--- config.mk ---
export PLATFORM = sky130hd
export DESIGN_NAME = uniform_border_crop_window_core
export DESIGN_NICKNAME = d
export VERILOG_FILES = /design/src/design/ubcw_pkg.sv /design/src/design/uniform_border_crop_window_core.sv
export SDC_FILE = /design/constraint.sdc
export NUM_CORES = 1
export LEC_CHECK = 0
export BUFFER_PORTS_ARGS = -buffer_cell sky130_fd_sc_hd__buf_4
export CAP_MARGIN = 10
export CORE_MARGIN = 2
export CORE_UTILIZATION = 55
export CTS_CLUSTER_SIZE = 30
export DETAILED_ROUTE_END_ITERATION = 16
export HOLD_SLACK_MARGIN = 0.03
export PLACE_DENSITY_LB_ADDON = 0.08
export SYNTH_ARGS = -nofsm -noshare
export SYNTH_HDL_FRONTEND = slang
export SYNTH_SLANG_ARGS = --single-unit
export TNS_END_PERCENT = 100
--- constraint.sdc ---
create_clock -name i_clk -period 11.7 [get_ports i_clk]
set_clock_uncertainty 0.05 [all_clocks]
set_input_delay 1.755 -clock i_clk [delete_from_list [all_inputs] [get_ports i_clk]]
set_output_delay 1.755 -clock i_clk [all_outputs]
set_load 0.005 [all_outputs]
--- src/design/ubcw_pkg.sv ---
`timescale 1ns / 1ps
// ----------------------------------------------------------------------------
// ubcw_pkg: shared types and constants for the uniform border crop window
// frame size register defaults, field widths, packing of stream items
// ----------------------------------------------------------------------------
package ubcw_pkg;

    // configuration register width and defaults
    localparam int CFG_W            = 13;
    localparam int FRAME_WIDTH_RST  = 640;
    localparam int FRAME_HEIGHT_RST = 480;
    localparam int MAX_DIM_DEF      = 4096;

    // pixel and result field widths
    localparam int CH_W         = 8;
    localparam int PIX_W        = 3 * CH_W;
    localparam int IN_TDATA_W   = PIX_W;
    localparam int CROP_POS_W   = 12;
    localparam int CROP_DIM_W   = 13;
    localparam int RESULT_W     = 2 * CROP_POS_W + 2 * CROP_DIM_W + 2;
    localparam int OUT_TDATA_W  = ((RESULT_W + 7) / 8) * 8;

    // configuration register index
    localparam int REG_IDX_W = 1;
    typedef enum logic [REG_IDX_W-1:0] {
        REG_FRAME_WIDTH  = 1'b0,
        REG_FRAME_HEIGHT = 1'b1
    } t_reg_idx;

    // one pixel, blue in the lowest bits
    typedef struct packed {
        logic [CH_W-1:0] red;
        logic [CH_W-1:0] green;
        logic [CH_W-1:0] blue;
    } t_pixel;

    // one crop result, crop_x in the lowest bits
    typedef struct packed {
        logic                  all_background;
        logic                  border_found;
        logic [CROP_DIM_W-1:0] crop_height;
        logic [CROP_DIM_W-1:0] crop_width;
        logic [CROP_POS_W-1:0] crop_y;
        logic [CROP_POS_W-1:0] crop_x;
    } t_result;

endpackage

--- src/design/uniform_border_crop_window_core.sv ---
`timescale 1ns / 1ps
// ----------------------------------------------------------------------------
// uniform_border_crop_window_core: automatic crop of a uniform frame border
// finds the bounding box of non-background pixels and checks the outer edges
// ----------------------------------------------------------------------------
// usage
// - pixels enter on the s_axis channel in raster order, one item per pixel;
//   the first pixel of each frame sets the background color
// - frame size comes from the config port (index 0 width, 1 height); values
//   are clamped to 1..MAX_DIM and should be written while the block is idle
// - on the last pixel of a frame one crop item leaves on m_axis: the full
//   frame if any outer edge holds a non-background pixel, else the content
//   bounding box; an all-background frame gives a zero-size window
// - throughput: one pixel per clock across frame boundaries, except that a
//   closing pixel waits while the result register holds an unaccepted item
// - the last pixel of a frame passes the input register, then per-pixel
//   compare/update into the result register
// - receiver stall: the result register holds the crop item; pixels keep
//   flowing until the last pixel of the next frame needs that register
// - reset (i_rst_n low, synchronous): frame size returns to 640 x 480,
//   counters and bounding box clear, both stages empty
// ----------------------------------------------------------------------------
module uniform_border_crop_window_core #(
    parameter int MAX_DIM = ubcw_pkg::MAX_DIM_DEF
) (
    input  logic                             i_clk,
    input  logic                             i_rst_n,
    // configuration write port
    input  logic                             i_cfg_we,
    input  logic [ubcw_pkg::REG_IDX_W-1:0]   i_cfg_addr,
    input  logic [ubcw_pkg::CFG_W-1:0]       i_cfg_data,
    // pixel input
    input  logic                             s_axis_tvalid,
    output logic                             s_axis_tready,
    // fields from bit 0: blue[7:0], green[15:8], red[23:16]
    input  logic [ubcw_pkg::IN_TDATA_W-1:0]  s_axis_tdata,
    // crop result output
    output logic                             m_axis_tvalid,
    input  logic                             m_axis_tready,
    // fields from bit 0: crop_x[11:0], crop_y[23:12], crop_width[36:24],
    // crop_height[49:37], border_found[50], all_background[51], zero fill
    output logic [ubcw_pkg::OUT_TDATA_W-1:0] m_axis_tdata
);

    // counter width and widths used for clamping and result extension
    localparam int DIM_W = (MAX_DIM > 2) ? $clog2(MAX_DIM) : 1;
    localparam int CW    = (ubcw_pkg::CFG_W > DIM_W + 1) ? ubcw_pkg::CFG_W : DIM_W + 1;
    localparam int EW    = (DIM_W + 1 > ubcw_pkg::CROP_DIM_W) ? DIM_W + 1
                                                               : ubcw_pkg::CROP_DIM_W;
    localparam logic [CW-1:0] MAX_DIM_C = CW'(MAX_DIM);

    // configuration registers
    logic [ubcw_pkg::CFG_W-1:0] r_frame_width;
    logic [ubcw_pkg::CFG_W-1:0] r_frame_height;

    // input register stage
    logic              r_s1_valid;
    ubcw_pkg::t_pixel  r_pix;

    // per-frame state
    ubcw_pkg::t_pixel  r_bg,        n_bg;
    logic [DIM_W-1:0]  r_col,       n_col;
    logic [DIM_W-1:0]  r_row,       n_row;
    logic [DIM_W-1:0]  r_min_col,   n_min_col;
    logic [DIM_W-1:0]  r_max_col,   n_max_col;
    logic [DIM_W-1:0]  r_min_row,   n_min_row;
    logic [DIM_W-1:0]  r_max_row,   n_max_row;
    logic              r_edges_ok,  n_edges_ok;
    logic              r_content,   n_content;

    // result register
    logic              r_out_valid;
    ubcw_pkg::t_result r_result,    n_result;

    // clamped frame size and last column / row index
    logic [CW-1:0]     w_ext, h_ext, w_clamp, h_clamp;
    logic [DIM_W-1:0]  last_col, last_row_idx;

    // per-pixel decisions
    logic              first_pix, differ, row_end, last_row, emit;
    logic              out_free, s1_go, s1_fire;
    logic [DIM_W:0]    box_w, box_h;

    // ------------------------------------------------------------------
    // configuration writes
    // ------------------------------------------------------------------
    always_ff @(posedge i_clk) begin
        if (!i_rst_n) begin
            r_frame_width  <= ubcw_pkg::CFG_W'(ubcw_pkg::FRAME_WIDTH_RST);
            r_frame_height <= ubcw_pkg::CFG_W'(ubcw_pkg::FRAME_HEIGHT_RST);
        end else if (i_cfg_we) begin
            case (ubcw_pkg::t_reg_idx'(i_cfg_addr))
                ubcw_pkg::REG_FRAME_WIDTH:  r_frame_width  <= i_cfg_data;
                ubcw_pkg::REG_FRAME_HEIGHT: r_frame_height <= i_cfg_data;
                default: ;
            endcase
        end
    end

    // clamp to 1..MAX_DIM; zero acts as one
    always_comb begin
        w_ext = CW'(r_frame_width);
        h_ext = CW'(r_frame_height);
        if (w_ext == '0) begin
            w_clamp = CW'(1);
        end else if (w_ext > MAX_DIM_C) begin
            w_clamp = MAX_DIM_C;
        end else begin
            w_clamp = w_ext;
        end
        if (h_ext == '0) begin
            h_clamp = CW'(1);
        end else if (h_ext > MAX_DIM_C) begin
            h_clamp = MAX_DIM_C;
        end else begin
            h_clamp = h_ext;
        end
    end

    assign last_col     = DIM_W'(w_clamp - CW'(1));
    assign last_row_idx = DIM_W'(h_clamp - CW'(1));

    // ------------------------------------------------------------------
    // handshake: the input stage only waits when its pixel closes a frame
    // and the result register is still occupied
    // ------------------------------------------------------------------
    assign row_end  = (r_col >= last_col);
    assign last_row = (r_row >= last_row_idx);
    assign emit     = row_end && last_row;

    assign out_free      = !r_out_valid || m_axis_tready;
    assign s1_go         = !emit || out_free;
    assign s1_fire       = r_s1_valid && s1_go;
    assign s_axis_tready = !r_s1_valid || s1_go;

    always_ff @(posedge i_clk) begin
        if (!i_rst_n) begin
            r_s1_valid <= 1'b0;
        end else if (s_axis_tvalid && s_axis_tready) begin
            r_s1_valid <= 1'b1;
        end else if (s1_go) begin
            r_s1_valid <= 1'b0;
        end
    end

    always_ff @(posedge i_clk) begin
        if (s_axis_tvalid && s_axis_tready) begin
            r_pix <= ubcw_pkg::t_pixel'(s_axis_tdata);
        end
    end

    // ------------------------------------------------------------------
    // per-pixel update of background, counters, edge check and box
    // ------------------------------------------------------------------
    always_comb begin
        first_pix = (r_col == '0) && (r_row == '0);
        n_bg      = first_pix ? r_pix : r_bg;
        differ    = (r_pix != n_bg);

        n_edges_ok = r_edges_ok;
        n_min_col  = r_min_col;
        n_max_col  = r_max_col;
        n_min_row  = r_min_row;
        n_max_row  = r_max_row;
        n_content  = r_content;
        if (differ) begin
            // any hit on the first/last row or column spoils the border
            if ((r_row == '0) || last_row || (r_col == '0) || row_end) begin
                n_edges_ok = 1'b0;
            end
            if (r_col < r_min_col) n_min_col = r_col;
            if (r_col > r_max_col) n_max_col = r_col;
            if (r_row < r_min_row) n_min_row = r_row;
            if (r_row > r_max_row) n_max_row = r_row;
            n_content = 1'b1;
        end

        // raster position; a shrunk size ends the row / frame at once
        if (!row_end) begin
            n_col = r_col + DIM_W'(1);
            n_row = r_row;
        end else if (!last_row) begin
            n_col = '0;
            n_row = r_row + DIM_W'(1);
        end else begin
            n_col = '0;
            n_row = '0;
        end
    end

    // crop window from the state including the closing pixel
    always_comb begin
        box_w = {1'b0, n_max_col} - {1'b0, n_min_col} + (DIM_W + 1)'(1);
        box_h = {1'b0, n_max_row} - {1'b0, n_min_row} + (DIM_W + 1)'(1);
        if (!n_edges_ok) begin
            n_result.crop_x         = '0;
            n_result.crop_y         = '0;
            n_result.crop_width     = ubcw_pkg::CROP_DIM_W'(EW'(w_clamp));
            n_result.crop_height    = ubcw_pkg::CROP_DIM_W'(EW'(h_clamp));
            n_result.border_found   = 1'b0;
            n_result.all_background = 1'b0;
        end else if (!n_content) begin
            n_result.crop_x         = '0;
            n_result.crop_y         = '0;
            n_result.crop_width     = '0;
            n_result.crop_height    = '0;
            n_result.border_found   = 1'b1;
            n_result.all_background = 1'b1;
        end else begin
            n_result.crop_x         = ubcw_pkg::CROP_POS_W'(EW'(n_min_col));
            n_result.crop_y         = ubcw_pkg::CROP_POS_W'(EW'(n_min_row));
            n_result.crop_width     = ubcw_pkg::CROP_DIM_W'(EW'(box_w));
            n_result.crop_height    = ubcw_pkg::CROP_DIM_W'(EW'(box_h));
            n_result.border_found   = 1'b1;
            n_result.all_background = 1'b0;
        end
    end

    // per-frame state registers; cleared after the closing pixel
    always_ff @(posedge i_clk) begin
        if (!i_rst_n) begin
            r_bg       <= '0;
            r_col      <= '0;
            r_row      <= '0;
            r_min_col  <= '1;
            r_max_col  <= '0;
            r_min_row  <= '1;
            r_max_row  <= '0;
            r_edges_ok <= 1'b1;
            r_content  <= 1'b0;
        end else if (s1_fire) begin
            r_col <= n_col;
            r_row <= n_row;
            if (emit) begin
                r_bg       <= '0;
                r_min_col  <= '1;
                r_max_col  <= '0;
                r_min_row  <= '1;
                r_max_row  <= '0;
                r_edges_ok <= 1'b1;
                r_content  <= 1'b0;
            end else begin
                r_bg       <= n_bg;
                r_min_col  <= n_min_col;
                r_max_col  <= n_max_col;
                r_min_row  <= n_min_row;
                r_max_row  <= n_max_row;
                r_edges_ok <= n_edges_ok;
                r_content  <= n_content;
            end
        end
    end

    // ------------------------------------------------------------------
    // result register
    // ------------------------------------------------------------------
    always_ff @(posedge i_clk) begin
        if (!i_rst_n) begin
            r_out_valid <= 1'b0;
        end else if (s1_fire && emit) begin
            r_out_valid <= 1'b1;
        end else if (m_axis_tready) begin
            r_out_valid <= 1'b0;
        end
    end

    always_ff @(posedge i_clk) begin
        if (s1_fire && emit) begin
            r_result <= n_result;
        end
    end

    assign m_axis_tvalid = r_out_valid;
    assign m_axis_tdata  = ubcw_pkg::OUT_TDATA_W'(r_result);

`ifndef NO_ASSERTIONS
    // a closing pixel always lands a crop item in the result register
    a_emit_valid: assert property (@(posedge i_clk) disable iff (!i_rst_n)
        (s1_fire && emit) |=> m_axis_tvalid)
        else $error("crop item missing after frame end");

    // the frame restarts at the origin with no content after a crop item
    a_frame_clear: assert property (@(posedge i_clk) disable iff (!i_rst_n)
        (s1_fire && emit) |=> (r_col == '0 && r_row == '0 && !r_content && r_edges_ok))
        else $error("frame state not cleared after frame end");

    // no content means the bounding box is still at its cleared value
    a_box_idle: assert property (@(posedge i_clk) disable iff (!i_rst_n)
        !r_content |-> (r_min_col == '1 && r_max_col == '0 &&
                        r_min_row == '1 && r_max_row == '0))
        else $error("bounding box moved without content");

    // a stalled crop item blocks the input only on a closing pixel
    a_stall_scope: assert property (@(posedge i_clk) disable iff (!i_rst_n)
        (r_s1_valid && !s_axis_tready) |-> (emit && m_axis_tvalid && !m_axis_tready))
        else $error("input stalled without a pending crop item");
`endif

endmodule

Word-level counts from Yosys, hierarchy flattened
Index checks and enable logic that the tools add are counted.
{ "totals": {"register_bits": 202, "latch_bits": 0, "ramBits": 0, "mem_bits_ro": 0, "inputBits": 43, "output_inout_bits": 58, "elab_cells": 97, "memories": 0} }
{ "op_classes": {"add_sub_neg": 8, "mul": 0, "div_mod_pow": 0, "n_lt_le_gt_ge": 8, "n_eq_ne": 1, "n_shift": 0, "mux": 31, "bitwise": 1, "n_reduce_logical": 24} }
{ "ops": {"columns": ["op", "count"], "rows": [
  ["two-way mux 12 bit", 14],
  ["two-way mux 13 bit", 4],
  ["two-way mux 52 bit", 1],
  ["two-way mux 50 bit", 1],
  ["two-way mux 24 bit", 2],
  ["adder 13 x 1 -> 13 bit, second input constant", 2],
  ["> comparator 13 bit, second input constant", 2],
  ["zero test 13 bit", 2],
  ["subtractor 12 x 12 -> 13 bit", 2],
  ["adder 12 x 1 -> 12 bit, second input constant", 2],
  ["greater-or-equal comparator 12 bit", 2],
  ["> comparator 12 bit", 2],
  ["zero test 12 bit", 2],
  ["less-than comparator 12 bit", 2],
  ["!= test 24 bit", 1],
  ["subtractor 12 x 1 -> 12 bit, second input constant", 2],
  ["two-way mux 1 bit", 9],
  ["AND reduction 2 bit", 4],
  ["logical OR 1 bit", 6],
  ["logical AND 1 bit", 5],
  ["nonzero test 2 bit", 2],
  ["zero test 1 bit", 3],
  ["inverter 1 bit", 1]
]} }

Depth between registers and ports, before layout
{ "logic_depth": {"word_depth": 11, "depth_mapped": 22, "mapped_depth_nobuf": 21} }

Worst setup path before layout
No wires, ideal clock.
{ "synth_timing": {"kind": "flip-flop to flip-flop", "start": "register r_frame_width[2] in the netlist's numbering", "end": "register r_result (netlist bit m_axis_tdata[0]) (enable)", "setup_time_ns": 0.462, "arrival_ns": 5.620, "required_ns": 11.188, "path_slack_ns": 5.568, "path_stages_with_launch": 16, "path_buffers": 1, "synth_period_minus_slack_ns": 6.132, "path_cell_list": "dfxtp_1 > or4_4 > or3_4 > nor4_4 > o21ai_2 > ha_1 > o21ai_0 > nor2_1 > o22a_1 > ha_1 > nand3_1 > a21oi_1 > and2_1 > buf_4 > nand3_1 > nor2_1"} }
{ "synth_between": {"elab_chain_cells": 10, "word_cells_on_any_way": 11, "cone_classes": "add/sub: 1; order compare: 2; mux: 2; reduce/logical: 6"} }
{ "synth_lines": {"columns": ["element", "line", "rtl"], "rows": [
  ["start: declaration", "uniform_border_crop_window_core.sv:53", "logic [ubcw_pkg::CFG_W-1:0] r_frame_width;"],
  ["start signal: assignment", "uniform_border_crop_window_core.sv:89", "r_frame_width <= ubcw_pkg::CFG_W'(ubcw_pkg::FRAME_WIDTH_RST);"],
  ["start signal: assignment", "uniform_border_crop_window_core.sv:93", "ubcw_pkg::REG_FRAME_WIDTH: r_frame_width <= i_cfg_data;"],
  ["> comparator 13 bit", "uniform_border_crop_window_core.sv:106", "end else if (w_ext > MAX_DIM_C) begin"],
  ["two-way mux 13 bit", "uniform_border_crop_window_core.sv:106", null],
  ["two-way mux 13 bit (*)", "uniform_border_crop_window_core.sv:104", "if (w_ext == '0) begin"],
  ["subtractor 12 x 1 -> 12 bit (*)", "uniform_border_crop_window_core.sv:120", "assign last_col = DIM_W'(w_clamp - CW'(1));"],
  ["greater-or-equal comparator 12 bit (*)", "uniform_border_crop_window_core.sv:127", "assign row_end = (r_col >= last_col);"],
  ["logical AND 1 bit (*)", "uniform_border_crop_window_core.sv:129", "assign emit = row_end && last_row;"],
  ["zero test 1 bit", "uniform_border_crop_window_core.sv:132", "assign s1_go = !emit || out_free;"],
  ["logical OR 1 bit", "uniform_border_crop_window_core.sv:132", null],
  ["logical AND 1 bit", "uniform_border_crop_window_core.sv:133", "assign s1_fire = r_s1_valid && s1_go;"],
  ["logical AND 1 bit (*)", "uniform_border_crop_window_core.sv:268", "if (s1_fire && emit) begin"],
  ["end signal: assignment", "uniform_border_crop_window_core.sv:269", "r_result <= n_result;"],
  ["end: declaration", "uniform_border_crop_window_core.sv:73", "ubcw_pkg::t_result r_result, n_result;"]
]} }
Mark *: on every way between the ends. The rest lies on a longest branch, timed or not.
A chain may end at the register's enable or synchronous reset.

Worst setup path after layout
{ "layout_timing": {"start": "register r_frame_height (netlist bit h_ext[2])", "end": "output s_axis_tready"} }
{ "layout_between": {"elab_chain_cells": 9, "word_cells_on_any_way": 10, "cone_classes": "add/sub: 1; order compare: 2; mux: 2; reduce/logical: 5"} }
{ "layout_lines": {"columns": ["element", "line", "rtl"], "rows": [
  ["start: declaration", "uniform_border_crop_window_core.sv:54", "logic [ubcw_pkg::CFG_W-1:0] r_frame_height;"],
  ["start signal: assignment", "uniform_border_crop_window_core.sv:90", "r_frame_height <= ubcw_pkg::CFG_W'(ubcw_pkg::FRAME_HEIGHT_RST);"],
  ["start signal: assignment", "uniform_border_crop_window_core.sv:94", "ubcw_pkg::REG_FRAME_HEIGHT: r_frame_height <= i_cfg_data;"],
  ["> comparator 13 bit", "uniform_border_crop_window_core.sv:113", "end else if (h_ext > MAX_DIM_C) begin"],
  ["two-way mux 13 bit", "uniform_border_crop_window_core.sv:113", null],
  ["two-way mux 13 bit (*)", "uniform_border_crop_window_core.sv:111", "if (h_ext == '0) begin"],
  ["subtractor 12 x 1 -> 12 bit (*)", "uniform_border_crop_window_core.sv:121", "assign last_row_idx = DIM_W'(h_clamp - CW'(1));"],
  ["greater-or-equal comparator 12 bit (*)", "uniform_border_crop_window_core.sv:128", "assign last_row = (r_row >= last_row_idx);"],
  ["logical AND 1 bit (*)", "uniform_border_crop_window_core.sv:129", null],
  ["zero test 1 bit (*)", "uniform_border_crop_window_core.sv:132", null],
  ["logical OR 1 bit (*)", "uniform_border_crop_window_core.sv:132", null],
  ["logical OR 1 bit (*)", "uniform_border_crop_window_core.sv:134", "assign s_axis_tready = !r_s1_valid || s1_go;"],
  ["end: declaration", "uniform_border_crop_window_core.sv:34", "output logic s_axis_tready,"]
]} }
Marks and branches as above.

==> impl_metrics.tcl <==
set metrics [dict create \
    yosys_most_used_dff "dfxtp_1" \
    die_h_um 152 \
    synth_top_family_by_area "compound AO/OA/AOI/OAI gates" \
    synthXorXnorAreaFrac_pct 4.01 \
    yosys_warnings 0 \
    drt-wirelength-per-cell_um 18.2 \
    finalPower_uw 1710 \
    clockBufferDepth 3 \
    cp_max_fo 13 \
    critPathArrivalTime_ns 5.23 \
    tritoncts "yes" \
    post-route-drc-count 0 \
    fin_crit_ns 7.04 \
    maxCapViolCount 0 \
    finalHoldViolCount 0 \
    antenna_found_initial 0 \
    start_kind "flip-flop" \
    synth_cell_type_count 77 \
    clk_pin_slew_ns 0.06 \
    h-tree-depth 1 \
    antenna_left 0 \
    netlist_instances 1273 \
    ctsResizeCount 0 \
    outcome "completed" \
    insertion_delay_ns 0.52 \
    grt_max_degree 53 \
    ir_worst_vdd_mv 0.149 \
    hold_class "flip-flop to flip-flop" \
    finalCritPeriodShare_pct 60.2 \
    initial_core_util_pct 55.5 \
    grt_usage_pct 25.7 \
    drt-total-wl_um 29800 \
    rsz0062_at_grt "no" \
    yosys.area_share.simple_pct 14.9 \
    ys_ff_latch 202 \
    seq_area_frac_synth_pct 40.0 \
    fmax_mhz 142 \
    first_iter_violations 631 \
    drt-pass1-iter-count 8 \
    grt_pass1_wl_um 46300 \
    core_um2 21600 \
    final_cells 1633 \
    synth-compound-area-share_pct 19.7 \
    viasPerCell 5.96 \
    cts_hold_buf 0 \
    dieArea_um2 23000 \
    nNetsFinal 1502 \
    boundaryPins 101 \
    rows 54 \
    clock_sinks 202 \
    antenna_cells 0 \
    synth_edf_count 76 \
    port_buffers 96 \
    fin_tns_setup_ns 0 \
    cts_root_buffer "clkbuf_16" \
    p_leak_uw 0.00580 \
    fillCellCount 1875 \
    cts_buffers 24 \
    synthesis.area_um2 12000 \
    regArea_um2 4800 \
    ys_async_sr_fraction_pct 0 \
    syn2layout_area_growth_pct 13.3 \
    post-cts-setup-buffers 0 \
    slew_violations 0 \
    grt.overflow.total 0 \
    p_per_area_nw_per_um2 126 \
    worstHoldStart "r_max_row[10]$_SDFFE_PN0N_" \
    multi_input_area_um2 6570 \
    relSlewSlack_pct 30.8 \
    dp_cells 1588 \
    avgSynthCellArea_um2 9.43 \
    gp_congestion 0.911 \
    dp_hpwl_um 21600 \
    setup_viol 0 \
    first_global_vias 8647 \
    synth_adder_area_share_pct 13.0 \
    final_layout_size_suffix_gt1_share_pct 12.9 \
    worstReg2RegStart "r_row[0]$_SDFFE_PN0P_" \
    end_kind "output pin" \
    crit_type "flip-flop to output pin" \
    worstSetupStartpoint "h_ext[2]$_SDFFE_PN0P_" \
    muxShareOfSynthArea_pct 2.77 \
    dr_total_vias 9732 \
    tightest_slew_ns 1.04 \
    die_w_um 152 \
    cp.required_ns 9.90 \
]
## area by class of cell
type | count | area share (%)
repair buffers | 112 | 6.23
multi-input cells | 922 | 48.3
well taps | 280 | 2.57
clock inverters | 10 | 0.736
inverters | 73 | 2.01
flip-flops and latches | 202 | 35.3
clock buffers | 34 | 4.85
## routing by layer
metal,up-vias,share of wire (%),GRT usage [%]
met5,-,0,0
met4,0,1.5,5.46
met3,34,7.1,3.74
met2,337,43,38.4
met1,4573,48,39.3
li1,4788,-,-
## synth_stat cells (all sizes together) (30+ instances only)
cell,number,area share [%]
xor2,30,2.2
dfxtp,126,21
buf,48,2.2
nor2,73,2.3
o21ai,73,3.1
inv,72,2.3
ha,122,13
edfxtp,76,19
mux2i,31,2.6
nand3,57,2.4
nand2,121,3.8
clkbuf,30,0.94
a21oi,95,4.0
## sequential cells by signal (all words and copies together), names as in the netlist
register and count:
r_edges_ok 1, r_max_col 12, r_min_col 12, r_col 12, r_content 1, r_s1_valid 1
h_ext 13, r_min_row 12, m_axis_tdata 52, r_frame_width 13, r_pix 24, r_bg 24
m_axis_tvalid 1, r_row 12, r_max_row 12
## placed cells by master (no fill, tap or decap), types with 4 or more instances in the layout
master / netlist / final
o211ai_1: 7 / 7
nand4_1: 12 / 12
nor2_1: 72 / 71
edfxtp_1: 76 / 76
a22o_1: 25 / 25
dfxtp_1: 126 / 126
o21a_1: 11 / 11
nor2b_1: 17 / 16
a311o_1: 24 / 24
conb_1: 1 / 4
nor3_1: 23 / 23
nand2_1: 120 / 120
nand3b_1: 5 / 5
or4_1: 5 / 5
o22ai_1: 4 / 4
xor2_1: 30 / 30
a211oi_1: 8 / 8
a32o_1: 25 / 24
o21ai_1: 5 / 5
a21o_1: 16 / 16
and2_1: 5 / 5
clkinv_2: 0 / 5
o21ai_0: 65 / 65
and3_1: 4 / 4
xnor2_1: 25 / 25
o31ai_1: 8 / 8
nand2b_1: 5 / 5
clkbuf_16: 0 / 25
a21oi_1: 95 / 95
clkbuf_1: 30 / 9
a21boi_0: 5 / 5
mux2i_1: 31 / 31
or3_1: 13 / 13
buf_4: 8 / 111
nor4_1: 12 / 12
nand3_1: 57 / 57
a31oi_1: 5 / 5
ha_1: 122 / 122
inv_1: 72 / 72
## through the flow
step | instance area, um2 | setup slack (ns) | util (%) | hold slack, ns
2_1_floorplan | 12000 | 5.57 | - | 0.392
3_3_place_gp | 12800 | 5.40 | 59.4 | 0.406
3_5_place_dp | 12800 | 5.33 | 59.4 | 0.404
4_1_cts | 13600 | 4.77 | 62.9 | 0.424
5_1_grt | 13600 | 4.15 | 62.9 | 0.433
6_report | 13600 | 4.66 | 62.9 | 0.426
## worst max-delay path, cell delays in order (launching register included)
cell,delay [ns]
dfxtp_1,0.35
nor3_1,0.37
nand4b_1,0.25
nor3_1,0.33
o21ai_0,0.22
ha_1,0.32
inv_1,0.17
o311ai_0,0.15
o211a_1,0.18
ha_1,0.26
nand2_1,0.05
nor3_1,0.17
a21oi_1,0.11
o21ai_1,0.80
nand3_1,0.41
nor2_1,0.32
inv_1,0.09
buf_4,0.14
## kinds of logic (layout without fill, tap and decap cells)
group                    Yosys count  after routing
XOR/XNOR                          55             55
AND/OR/NAND/NOR                  368            368
multiplexers                      33             33
other                              1              4
buffers and inverters            152            229
adder cells (fa/ha/maj)          124            124
AO/OA/AOI/OAI                    338            338
flip-flops                       202            202
## path summary, 6_finish.rpt
kind	end	slack (ns)	cells past startpoint
hold / removal	r_max_row[10]$_SDFFE_PN0N_	0.43	1
setup reg to reg	m_axis_tdata[35]$_DFFE_PP_	6.00	21
setup / recovery	s_axis_tready	4.66	17
hold reg to reg	r_max_row[10]$_SDFFE_PN0N_	0.43	1
## power by group
part | total, uW | internal (uW) | switching [uW]
clock network | 721 | 435 | 285
registers | 772 | 754 | 17.9
logic | 220 | 86.2 | 134
Power figures use the tool's default switching activity.
